[config.mk]
export PLATFORM = sky130hd
export DESIGN_NAME = infix_arithmetic_line_evaluator_unit_flat
export DESIGN_NICKNAME = d
export VERILOG_FILES = /design/src/rtl/iale_pkg.sv /design/src/rtl/iale_in_if.sv /design/src/rtl/iale_out_if.sv /design/src/rtl/infix_arithmetic_line_evaluator_unit.sv /design/src/flat_wrapper.sv
export VERILOG_INCLUDE_DIRS = /design/src /design/src/rtl
export SDC_FILE = /design/constraint.sdc
export NUM_CORES = 2
export LEC_CHECK = 0
export BUFFER_PORTS_ARGS = -buffer_cell sky130_fd_sc_hd__clkbuf_2
export CAP_MARGIN = 10
export CORE_MARGIN = 2
export CORE_UTILIZATION = 45
export CTS_CLUSTER_DIAMETER = 60
export DETAILED_ROUTE_END_ITERATION = 16
export PLACE_DENSITY = 0.6
export SLEW_MARGIN = 20
export SYNTH_ARGS = -nofsm -noshare
export SYNTH_HDL_FRONTEND = slang
export SYNTH_SLANG_ARGS = --single-unit
[constraint.sdc]
create_clock -name clk_i -period 8.96 [get_ports clk_i]
set_clock_uncertainty 0.2 [all_clocks]
set_input_delay 0.448 -clock clk_i [delete_from_list [all_inputs] [get_ports clk_i]]
set_output_delay 0.448 -clock clk_i [all_outputs]
set_load 0.01 [all_outputs]
[src/rtl/infix_arithmetic_line_evaluator_unit_assert.svh]
// Assertion macros for the infix line evaluator.
// Used by the top level; expects clk_i and rst_ni in scope.
`ifndef INFIX_ARITHMETIC_LINE_EVALUATOR_UNIT_ASSERT_SVH
`define INFIX_ARITHMETIC_LINE_EVALUATOR_UNIT_ASSERT_SVH
`ifndef SYNTH
`define IALE_ASSERT(name, prop, msg) \
  name: assert property (@(posedge clk_i) disable iff (!rst_ni) prop) else $error(msg);
`define IALE_ASSERT_RST(name, prop, msg) \
  name: assert property (@(posedge clk_i) prop) else $error(msg);
`else
`define IALE_ASSERT(name, prop, msg)
`define IALE_ASSERT_RST(name, prop, msg)
`endif
`endif

[src/rtl/iale_pkg.sv]
// Types and constants of the infix line evaluator.
// No dependencies; used by the top level, the checker and the testbench.
package iale_pkg;

  localparam int FRAC_BITS  = 32;
  localparam int VALUE_BITS = 64;
  localparam int NUM_BITS   = 31;
  localparam int ACC_BITS   = VALUE_BITS + NUM_BITS;
  localparam int MUL_STEPS  = NUM_BITS;
  localparam int DIV_STEPS  = VALUE_BITS;
  localparam int CNT_BITS   = 6;
  localparam int SUM_BITS   = VALUE_BITS + 2;

  localparam logic [NUM_BITS-1:0] NUM_LIMIT = {NUM_BITS{1'b1}};
  localparam logic [VALUE_BITS-1:0] MAX_POS = {1'b0, {(VALUE_BITS-1){1'b1}}};
  localparam logic [VALUE_BITS-1:0] MIN_NEG = {1'b1, {(VALUE_BITS-1){1'b0}}};

  localparam logic [7:0] CH_ZERO  = 8'h30;
  localparam logic [7:0] CH_NINE  = 8'h39;
  localparam logic [7:0] CH_SPACE = 8'h20;
  localparam logic [7:0] CH_PLUS  = 8'h2B;
  localparam logic [7:0] CH_MINUS = 8'h2D;
  localparam logic [7:0] CH_STAR  = 8'h2A;
  localparam logic [7:0] CH_SLASH = 8'h2F;
  localparam logic [3:0] RADIX    = 4'd10;

  typedef enum logic [2:0] {
    ST_OK     = 3'd0,
    ST_SYMBOL = 3'd1,
    ST_EXPR   = 3'd2,
    ST_DIV0   = 3'd3,
    ST_OVF    = 3'd4
  } status_e;

  typedef enum logic [1:0] {
    ERR_NONE   = 2'd0,
    ERR_SYMBOL = 2'd1,
    ERR_EXPR   = 2'd2
  } err_e;

  typedef enum logic [1:0] {
    K_START     = 2'd0,
    K_NUMBER    = 2'd1,
    K_OPERATOR  = 2'd2,
    K_NUM_SPACE = 2'd3
  } kind_e;

  typedef enum logic [1:0] {
    T_NONE = 2'd0,
    T_MUL  = 2'd1,
    T_DIV  = 2'd2
  } term_op_e;

  typedef enum logic [2:0] {
    S_IDLE,
    S_MUL,
    S_DIV,
    S_PACK,
    S_FOLD,
    S_DONE
  } state_e;

endpackage

[src/rtl/iale_in_if.sv]
// Input channel of the infix line evaluator: one character or an end marker.
// Depends on nothing.
interface iale_in_if;
  logic       valid;
  logic       ready;
  logic [7:0] character;
  logic       line_end;

  modport source (output valid, output character, output line_end, input ready);
  modport sink (input valid, input character, input line_end, output ready);
endinterface

[src/rtl/iale_out_if.sv]
// Result channel of the infix line evaluator: status and Q32.32 value.
// Depends on nothing.
interface iale_out_if;
  logic               valid;
  logic               ready;
  logic [2:0]         status;
  logic signed [63:0] value;

  modport source (output valid, output status, output value, input ready);
  modport sink (input valid, input status, input value, output ready);
endinterface

[src/rtl/infix_arithmetic_line_evaluator_unit.sv]
// Infix line evaluator top level: token tracking, bit-serial multiply and divide,
// saturating fold. Depends on iale_pkg, iale_in_if, iale_out_if and the assert header.
//
// One line of text enters one character per item and closes with an end-marker item;
// the block returns one status and one signed Q32.32 value per line. An operator or
// the end marker finishes the pending number: with no pending * or / it becomes the
// term, a pending * runs a bit-serial multiplier of 31 steps and then the pack state,
// a pending / by a nonzero number runs a restoring divider of 64 steps and then the
// pack state. After a number, +, - and the end marker pass the saturating fold, and
// the end marker then loads the result register. No new item is taken outside the
// idle state. The next line may start while a result waits.
`include "infix_arithmetic_line_evaluator_unit_assert.svh"

module infix_arithmetic_line_evaluator_unit
  import iale_pkg::*;
(
  input  logic clk_i,
  input  logic rst_ni,
  iale_in_if.sink    in_i,
  iale_out_if.source out_o
);

  state_e                  state_q, state_d;
  logic [VALUE_BITS-1:0]   sum_q, sum_d, term_q, term_d;
  logic [NUM_BITS-1:0]     nb_q, nb_d;
  logic                    sign_q, sign_d, nsign_q, nsign_d;
  term_op_e                op_q, op_d;
  kind_e                   kind_q, kind_d;
  err_e                    err_q, err_d;
  logic                    dbz_q, dbz_d, ovf_q, ovf_d;
  logic                    fold_q, fold_d, end_q, end_d;
  logic                    neg_q, neg_d, xmul_q, xmul_d;
  logic [VALUE_BITS-1:0]   mag_q, mag_d;
  logic [NUM_BITS-1:0]     opnd_q, opnd_d, rem_q, rem_d;
  logic [ACC_BITS-1:0]     acc_q, acc_d;
  logic [CNT_BITS-1:0]     cnt_q, cnt_d;
  logic                    out_valid_q, out_valid_d;
  status_e                 out_status_q, out_status_d;
  logic [VALUE_BITS-1:0]   out_value_q, out_value_d;

  logic                    accept_w, slot_free_w, kind_ok_w;
  logic                    is_digit_w, is_space_w, is_addop_w, is_op_w, start_w;
  logic [3:0]              digit_w;
  logic [NUM_BITS+3:0]     grow_w;
  logic [NUM_BITS:0]       div_t_w;
  logic [VALUE_BITS-1:0]   pack_res_w, pack_lim_w;
  logic                    pack_big_w;
  logic [SUM_BITS-1:0]     sa_w, sb_w, ss_w;
  status_e                 stat_w;
  state_e                  after_w;

  function automatic err_e merge_err(err_e cur, err_e code);
    merge_err = (cur == ERR_NONE || code < cur) ? code : cur;
  endfunction

  assign in_i.ready   = (state_q == S_IDLE);
  assign accept_w     = in_i.valid & in_i.ready;
  assign slot_free_w  = !out_valid_q || out_o.ready;
  assign kind_ok_w    = (kind_q == K_NUMBER) || (kind_q == K_NUM_SPACE);
  assign is_digit_w   = (in_i.character >= CH_ZERO) && (in_i.character <= CH_NINE);
  assign is_space_w   = (in_i.character == CH_SPACE);
  assign is_addop_w   = (in_i.character == CH_PLUS) || (in_i.character == CH_MINUS);
  assign is_op_w      = is_addop_w || (in_i.character == CH_STAR) ||
                        (in_i.character == CH_SLASH);
  assign digit_w      = in_i.character[3:0];
  // the pending number is finished by an operator or end marker after a number
  assign start_w      = accept_w && kind_ok_w && (in_i.line_end || is_op_w);
  assign grow_w       = ({4'b0, nb_q} << 3) + ({4'b0, nb_q} << 1) + (NUM_BITS+4)'(digit_w);
  assign div_t_w      = {rem_q, mag_q[VALUE_BITS-1]};
  assign after_w      = (in_i.line_end || is_addop_w) ? S_FOLD : S_IDLE;

  // multiply result is acc bits [63:0]; the product is already Q32.32
  assign pack_res_w   = xmul_q ? acc_q[VALUE_BITS-1:0] : mag_q;
  assign pack_big_w   = xmul_q ? (|acc_q[ACC_BITS-1:VALUE_BITS]) : 1'b0;
  assign pack_lim_w   = neg_q ? MIN_NEG : MAX_POS;

  assign sa_w = {{2{sum_q[VALUE_BITS-1]}}, sum_q};
  assign sb_w = {{2{term_q[VALUE_BITS-1]}}, term_q};
  assign ss_w = sign_q ? (sa_w - sb_w) : (sa_w + sb_w);

  always_comb begin
    case (err_q)
      ERR_SYMBOL: stat_w = ST_SYMBOL;
      ERR_EXPR:   stat_w = ST_EXPR;
      default: begin
        if (dbz_q) stat_w = ST_DIV0;
        else if (ovf_q) stat_w = ST_OVF;
        else stat_w = ST_OK;
      end
    endcase
  end

  // next state
  always_comb begin
    state_d = state_q;
    case (state_q)
      S_IDLE: begin
        if (accept_w && in_i.line_end && !kind_ok_w) begin
          state_d = S_DONE;
        end else if (start_w) begin
          case (op_q)
            T_MUL:   state_d = S_MUL;
            T_DIV:   state_d = (nb_q == '0) ? after_w : S_DIV;
            default: state_d = after_w;
          endcase
        end
      end
      S_MUL:  if (cnt_q == CNT_BITS'(MUL_STEPS - 1)) state_d = S_PACK;
      S_DIV:  if (cnt_q == CNT_BITS'(DIV_STEPS - 1)) state_d = S_PACK;
      S_PACK: state_d = (fold_q || end_q) ? S_FOLD : S_IDLE;
      S_FOLD: state_d = end_q ? S_DONE : S_IDLE;
      S_DONE: if (slot_free_w) state_d = S_IDLE;
      default: state_d = S_IDLE;
    endcase
  end

  // datapath and outputs
  always_comb begin
    sum_d = sum_q; term_d = term_q; nb_d = nb_q; sign_d = sign_q; nsign_d = nsign_q;
    op_d = op_q; kind_d = kind_q; err_d = err_q; dbz_d = dbz_q; ovf_d = ovf_q;
    fold_d = fold_q; end_d = end_q; neg_d = neg_q; xmul_d = xmul_q; mag_d = mag_q;
    opnd_d = opnd_q; rem_d = rem_q; acc_d = acc_q; cnt_d = cnt_q;
    out_valid_d = out_valid_q & ~out_o.ready;
    out_status_d = out_status_q; out_value_d = out_value_q;

    case (state_q)
      S_IDLE: begin
        if (accept_w) begin
          if (in_i.line_end) begin
            fold_d = 1'b1;
            end_d  = 1'b1;
            if (!kind_ok_w) err_d = merge_err(err_q, ERR_EXPR);
          end else if (is_digit_w) begin
            if (kind_q == K_NUM_SPACE) err_d = merge_err(err_q, ERR_EXPR);
            if (kind_q == K_NUMBER) begin
              if (grow_w > (NUM_BITS+4)'(NUM_LIMIT)) begin
                nb_d  = NUM_LIMIT;
                ovf_d = 1'b1;
              end else begin
                nb_d = grow_w[NUM_BITS-1:0];
              end
            end else begin
              nb_d = NUM_BITS'(digit_w);
            end
            kind_d = K_NUMBER;
          end else if (is_space_w) begin
            if (kind_q == K_NUMBER) kind_d = K_NUM_SPACE;
          end else if (is_op_w) begin
            if (!kind_ok_w) begin
              err_d = merge_err(err_q, ERR_EXPR);
            end else begin
              fold_d = is_addop_w;
              end_d  = 1'b0;
              if (is_addop_w) begin
                nsign_d = (in_i.character == CH_MINUS);
                op_d    = T_NONE;
              end else begin
                op_d = (in_i.character == CH_STAR) ? T_MUL : T_DIV;
              end
            end
            kind_d = K_OPERATOR;
          end else begin
            err_d = merge_err(err_q, ERR_SYMBOL);
          end
          if (start_w) begin
            // load the serial unit; op_q still holds the operator before the number
            neg_d  = term_q[VALUE_BITS-1];
            mag_d  = term_q[VALUE_BITS-1] ? (VALUE_BITS'(0) - term_q) : term_q;
            opnd_d = nb_q;
            acc_d  = '0;
            rem_d  = '0;
            cnt_d  = '0;
            xmul_d = (op_q == T_MUL);
            nb_d   = '0;
            case (op_q)
              T_MUL: ;
              T_DIV: if (nb_q == '0) dbz_d = 1'b1;
              default: term_d = {1'b0, nb_q, {FRAC_BITS{1'b0}}};
            endcase
          end
        end
      end
      S_MUL: begin
        acc_d  = {acc_q[ACC_BITS-2:0], 1'b0} +
                 (opnd_q[NUM_BITS-1] ? ACC_BITS'(mag_q) : ACC_BITS'(0));
        opnd_d = {opnd_q[NUM_BITS-2:0], 1'b0};
        cnt_d  = cnt_q + 1'b1;
      end
      S_DIV: begin
        if (div_t_w >= {1'b0, opnd_q}) begin
          rem_d = NUM_BITS'(div_t_w - {1'b0, opnd_q});
          mag_d = {mag_q[VALUE_BITS-2:0], 1'b1};
        end else begin
          rem_d = div_t_w[NUM_BITS-1:0];
          mag_d = {mag_q[VALUE_BITS-2:0], 1'b0};
        end
        cnt_d = cnt_q + 1'b1;
      end
      S_PACK: begin
        if (pack_big_w || pack_res_w > pack_lim_w) begin
          ovf_d  = 1'b1;
          term_d = neg_q ? (VALUE_BITS'(0) - pack_lim_w) : pack_lim_w;
        end else begin
          term_d = neg_q ? (VALUE_BITS'(0) - pack_res_w) : pack_res_w;
        end
      end
      S_FOLD: begin
        if (ss_w[SUM_BITS-1:VALUE_BITS-1] == '0 || ss_w[SUM_BITS-1:VALUE_BITS-1] == '1) begin
          sum_d = ss_w[VALUE_BITS-1:0];
        end else begin
          ovf_d = 1'b1;
          sum_d = ss_w[SUM_BITS-1] ? MIN_NEG : MAX_POS;
        end
        term_d = '0;
        sign_d = nsign_q;
      end
      S_DONE: begin
        if (slot_free_w) begin
          out_valid_d  = 1'b1;
          out_status_d = stat_w;
          out_value_d  = (stat_w == ST_OK || stat_w == ST_OVF) ? sum_q : '0;
          // back to line start
          sum_d = '0; term_d = '0; nb_d = '0; sign_d = 1'b0; nsign_d = 1'b0;
          op_d = T_NONE; kind_d = K_START; err_d = ERR_NONE;
          dbz_d = 1'b0; ovf_d = 1'b0; fold_d = 1'b0; end_d = 1'b0;
        end
      end
      default: ;
    endcase
  end

  always_ff @(posedge clk_i or negedge rst_ni) begin
    if (!rst_ni) begin
      state_q     <= S_IDLE;
      sum_q       <= '0;
      term_q      <= '0;
      nb_q        <= '0;
      sign_q      <= 1'b0;
      nsign_q     <= 1'b0;
      op_q        <= T_NONE;
      kind_q      <= K_START;
      err_q       <= ERR_NONE;
      dbz_q       <= 1'b0;
      ovf_q       <= 1'b0;
      fold_q      <= 1'b0;
      end_q       <= 1'b0;
      cnt_q       <= '0;
      out_valid_q <= 1'b0;
    end else begin
      state_q     <= state_d;
      sum_q       <= sum_d;
      term_q      <= term_d;
      nb_q        <= nb_d;
      sign_q      <= sign_d;
      nsign_q     <= nsign_d;
      op_q        <= op_d;
      kind_q      <= kind_d;
      err_q       <= err_d;
      dbz_q       <= dbz_d;
      ovf_q       <= ovf_d;
      fold_q      <= fold_d;
      end_q       <= end_d;
      cnt_q       <= cnt_d;
      out_valid_q <= out_valid_d;
    end
  end

  always_ff @(posedge clk_i) begin
    neg_q        <= neg_d;
    xmul_q       <= xmul_d;
    mag_q        <= mag_d;
    opnd_q       <= opnd_d;
    rem_q        <= rem_d;
    acc_q        <= acc_d;
    out_status_q <= out_status_d;
    out_value_q  <= out_value_d;
  end

  assign out_o.valid  = out_valid_q;
  assign out_o.status = out_status_q;
  assign out_o.value  = out_value_q;

  `IALE_ASSERT_RST(a_no_result_in_reset, !rst_ni |-> !out_o.valid, "result valid during reset")
  `IALE_ASSERT(a_value_only_ok, (out_o.valid && out_o.value != '0) |-> (out_o.status == ST_OK || out_o.status == ST_OVF), "value set with error status")
  `IALE_ASSERT(a_done_loads, (state_q == S_DONE && slot_free_w) |=> (state_q == S_IDLE && out_o.valid && kind_q == K_START), "end of line did not load result")
  `IALE_ASSERT(a_mul_starts_clear, (state_q != S_MUL ##1 state_q == S_MUL) |-> cnt_q == '0, "multiply entered with stale step count")
endmodule

[src/flat_wrapper.sv]
// flat-port wrapper written by rule: the top's interface ports become plain ports
module infix_arithmetic_line_evaluator_unit_flat import iale_pkg::*;
  (clk_i, rst_ni, in_i_valid, in_i_character, in_i_line_end, in_i_ready, out_o_valid, out_o_status, out_o_value, out_o_ready);
  iale_in_if in_i_i ();
  iale_out_if out_o_i ();
  input  logic clk_i;
  input  logic rst_ni;
  input wire logic [$bits(in_i_i.valid)-1:0] in_i_valid;
  input wire logic [$bits(in_i_i.character)-1:0] in_i_character;
  input wire logic [$bits(in_i_i.line_end)-1:0] in_i_line_end;
  output wire logic [$bits(in_i_i.ready)-1:0] in_i_ready;
  output wire logic [$bits(out_o_i.valid)-1:0] out_o_valid;
  output wire logic [$bits(out_o_i.status)-1:0] out_o_status;
  output wire logic [$bits(out_o_i.value)-1:0] out_o_value;
  input wire logic [$bits(out_o_i.ready)-1:0] out_o_ready;
  assign in_i_i.valid = in_i_valid;
  assign in_i_i.character = in_i_character;
  assign in_i_i.line_end = in_i_line_end;
  assign in_i_ready = in_i_i.ready;
  assign out_o_valid = out_o_i.valid;
  assign out_o_status = out_o_i.status;
  assign out_o_value = out_o_i.value;
  assign out_o_i.ready = out_o_ready;
  infix_arithmetic_line_evaluator_unit u_core (.clk_i(clk_i), .rst_ni(rst_ni), .in_i(in_i_i), .out_o(out_o_i));
endmodule
==> impl_metrics.toml <==
[timing]
finalSetupViolCount = 0
finalMaxSlewViolations = 0
worst_pin_slew_ns = 0.970
fin_crit_sh_pct = 81.5
fin_crit_ns = 7.30
hold_violations = 0
rsz0062_at_grt = "false"
setup_tns_ns = 0
maxSlewHeadroom_pct = 35.1
finalWorstSetupSlack_ns = 1.66
fmax_mhz = 137

[floorplan]
fp.dieH_um = 297
die_w_um = 297
coreArea_sq_mm = 0.0850
dieArea_sq_mm = 0.0880
pin_count = 82
rows = 107
start_util_pct = 45.3

[route]
wire_per_inst_um = 20.1
vias_per_cell = 5.86
vias = 32740
drc_errors = 0
drt_iter0_drc = 2450
dr.pass1.iters = 6
postRouteAntennaNets = 0
drt-total-wl_um = 112000

[grt]
grt-busiest-layer = "met2"
use_met2_pct = 43.7
overflow = 0
use_met1_pct = 32.1
grt_pass1_vias = 31217
met3_usage_pct = 3.01
antenna_found_initial = 1
grt_pass1_wl_um = 175000
grt_usage_pct = 25.1
grt_max_degree = 98

[clocking]
clk_pin_slew_ns = 0.06
clock_path_buffers = 3
htree_levels = 2
cts_tree = "done"
cts-root-buf = "clkbuf_16"
clk-insertion-delay-late_ns = 0.65
cts_inserted_buffers = 61
cts_resized = 0
cts.sinks = 471
post_cts_buffers = 0

[worst_setup_path]
slowest_stage = "a2111oi_0"
crit_fanout = 60
worstSetupPathType = "reg2reg"
reg2reg_to = "u_core.sum_q[9]$_DFFE_PN0P_"
required_ns = 9.25
arrival_ns = 7.59
endpoint_kind = "flip-flop"
r2r.worst_path.cells = 19
cp-start-kind = "flip-flop"
path_buf_inv = 1
slowest_delay_ns = 0.77
rr_startpoint = "u_core.term_q[5]$_DFFE_PN0P_"
crit_chain = "or3_4, or4_4, nor2_1, nand3_1, or3_1, or3_1, and2_1, xnor2_1, ha_1, a21oi_1, nor2_1, a2111oi_0, o21ai_0, o21ai_0, a21oi_1, nor3_1, xnor2_2, buf_4, a22oi_1"
r2r_slack_ns = 1.66
crit_family = "simple AND/OR/NAND/NOR gates"

[worst_hold_path]
min-delay-start = "in_i_character[3]"
hold_end = "u_core.nb_q[3]$_DFFE_PN0P_"
hp-class = "in2reg"
min_delay_path_depth = 3

[synth]
synth_seq_cells = 471
yosysTopAreaCell = "edfxtp_1"
synthTopCellsByCount = "nand2_1, nor2_1, o21ai_0"
ys_seq_area_share_pct = 34.4
synth_edf_count = 290
synth_top_area_share_pct = 22.6
synth_cell_types = 98
syn_area_per_cell_sq_um = 8.65
synth-main-ff-cell = "edfxtp_1"
synthArstFlopShare_pct = 38.4
yosysMostFrequentCell = "nand2_1"
syn-cell-area_sq_mm = 0.0385
synth.net_count = 4765
synthCells = 4453
synth_warnings = 0
synth.area.top_cells = "edfxtp_1, dfrtp_1, ha_1"

[placement]
hpwl_um = 83800
gp_congestion = 0.910
place_ws_ns = 1.82
port_buffers = 81

[power]
power_leakage_uw = 0.0170
fin_total_pwr_uw = 4840
p_per_area_mw_per_mm2 = 116
ir_drop_mv = 0.144

[layout]
syn_to_final_growth_pct = 8.41
drive_gt1_share_pct = 7.39
final_nets = 4700

[job]
cap_violations = 0

[status]
status = "finished, final reports clean"
power breakdown:
group | total [uW] | switching (uW) | internal, uW
Combinational | 105 | 83.0 | 21.6
Sequential | 2300 | 2.36 | 2300
Clock | 2440 | 1020 | 1410
Total | 4840 | 1110 | 3730
cells in the final DEF, fill, tap and decap left out, types with 31 or more instances in the layout:
cell type	instances
mux2_2	43
xnor2_1	170
nor3_1	110
nor2_1	404
a22oi_1	54
a221o_1	31
mux2i_1	84
ha_1	294
a21o_1	126
and2_1	156
nand2_1	422
nand3_1	68
a31oi_1	38
clkbuf_2	80
xor2_1	138
nand2b_1	49
o211ai_1	31
o21ai_0	358
inv_1	136
edfxtp_1	290
nand4_1	88
clkbuf_16	62
or3_1	47
nor4_1	41
buf_4	36
a21oi_1	322
dfrtp_1	180
o21a_1	35
and3_1	48
o21bai_1	36
registers in the layout (all words and copies together), names as in the netlist, 3 cells and up:
register / cells
u_core.term_q: 64
u_core.acc_q: 95
u_core.rem_q: 31
u_core.cnt_q: 6
u_core.sum_q: 64
u_core.mag_q: 64
u_core.out_o.status: 3
u_core.nb_q: 31
u_core.out_o.value: 64
u_core.state_q: 3
u_core.opnd_q: 31
kinds of logic (layout without fill, tap and decap cells):
group	Yosys count	in the layout	synth area share, %
buffers and inverters	392	378	4.02
DFF	471	471	34.4
muxes	132	132	3.63
and+or+nand+nor	1576	1576	20.3
AOI/OAI and AO/OA	1272	1272	20.8
adders and majority gates	301	301	9.86
xor gates and xnor gates	309	309	7.03
other	0	1	0
routing by layer:
| metal | part of all wire, % | vias to the layer above |
|---|---|---|
| met5 | 0 | - |
| met4 | 3.2 | 0 |
| met3 | 4.2 | 181 |
| met2 | 49 | 690 |
| met1 | 43 | 15701 |
| li1 | - | 16168 |
worst reg2reg max path, delay by kind of cell (launching register included):
| kind | cells | cell delay (ns) |
|---|---|---|
| flops | 1 | 0.43 |
| compound gates | 6 | 2.23 |
| simple gates | 9 | 3.01 |
| fa+ha+maj | 1 | 0.39 |
| buf+inv | 1 | 0.57 |
| xor+xnor | 2 | 0.31 |
what timing repair did:
item                                    in CTS  in global routing
endpoints found under the hold margin       68                  0
hold buffers                                 7                  0
endpoints found under the setup margin       0                  0
stage by stage:
stage | instance area, sq um | utilization [%] | cells | hold slack [ns]
2_1_floorplan | 38500 | - | 4453 | -0.0476
3_3_place_gp | 39700 | 46.7 | 5462 | 0.296
3_5_place_dp | 39700 | 46.7 | 5462 | 0.294
4_1_cts | 41800 | 49.1 | 5583 | 0.0192
5_1_grt | 41800 | 49.1 | 5583 | 0.0579
6_report | 41800 | 49.1 | 5584 | 0.0475
final cells by class:
| cell class | instances | area (sq um) |
|---|---|---|
| Fill cell | 8215 | 43300 |
| Multi-Input combinational cell | 3590 | 23800 |
| Sequential cell | 471 | 13200 |
| Clock buffer | 78 | 1640 |
| Tap cell | 1144 | 1430 |
| Timing Repair Buffer | 125 | 774 |
| Inverter | 139 | 522 |
| Clock inverter | 36 | 330 |
| Antenna cell | 1 | 2.50 |
how the worst max path moves through the flow:
stage                                  start                            to  slack [ns]  cells past startpoint
3_3_place_gp    u_core.term_q[5]$_DFFE_PN0P_   u_core.sum_q[1]$_DFFE_PN0P_        1.92                     19
3_5_place_dp    u_core.term_q[5]$_DFFE_PN0P_  u_core.sum_q[30]$_DFFE_PN0P_        1.82                     19
2_1_floorplan              in_i_character[7]     u_core.mag_q[0]$_DFFE_PP_       0.003                      8
4_1_cts         u_core.term_q[5]$_DFFE_PN0P_  u_core.sum_q[47]$_DFFE_PN0P_        1.77                     19
5_1_grt        u_core.term_q[13]$_DFFE_PN0P_   u_core.sum_q[6]$_DFFE_PN0P_        1.01                     20
6_report        u_core.term_q[5]$_DFFE_PN0P_   u_core.sum_q[9]$_DFFE_PN0P_        1.66                     19
No activity file was read; power rests on OpenSTA's default activity.
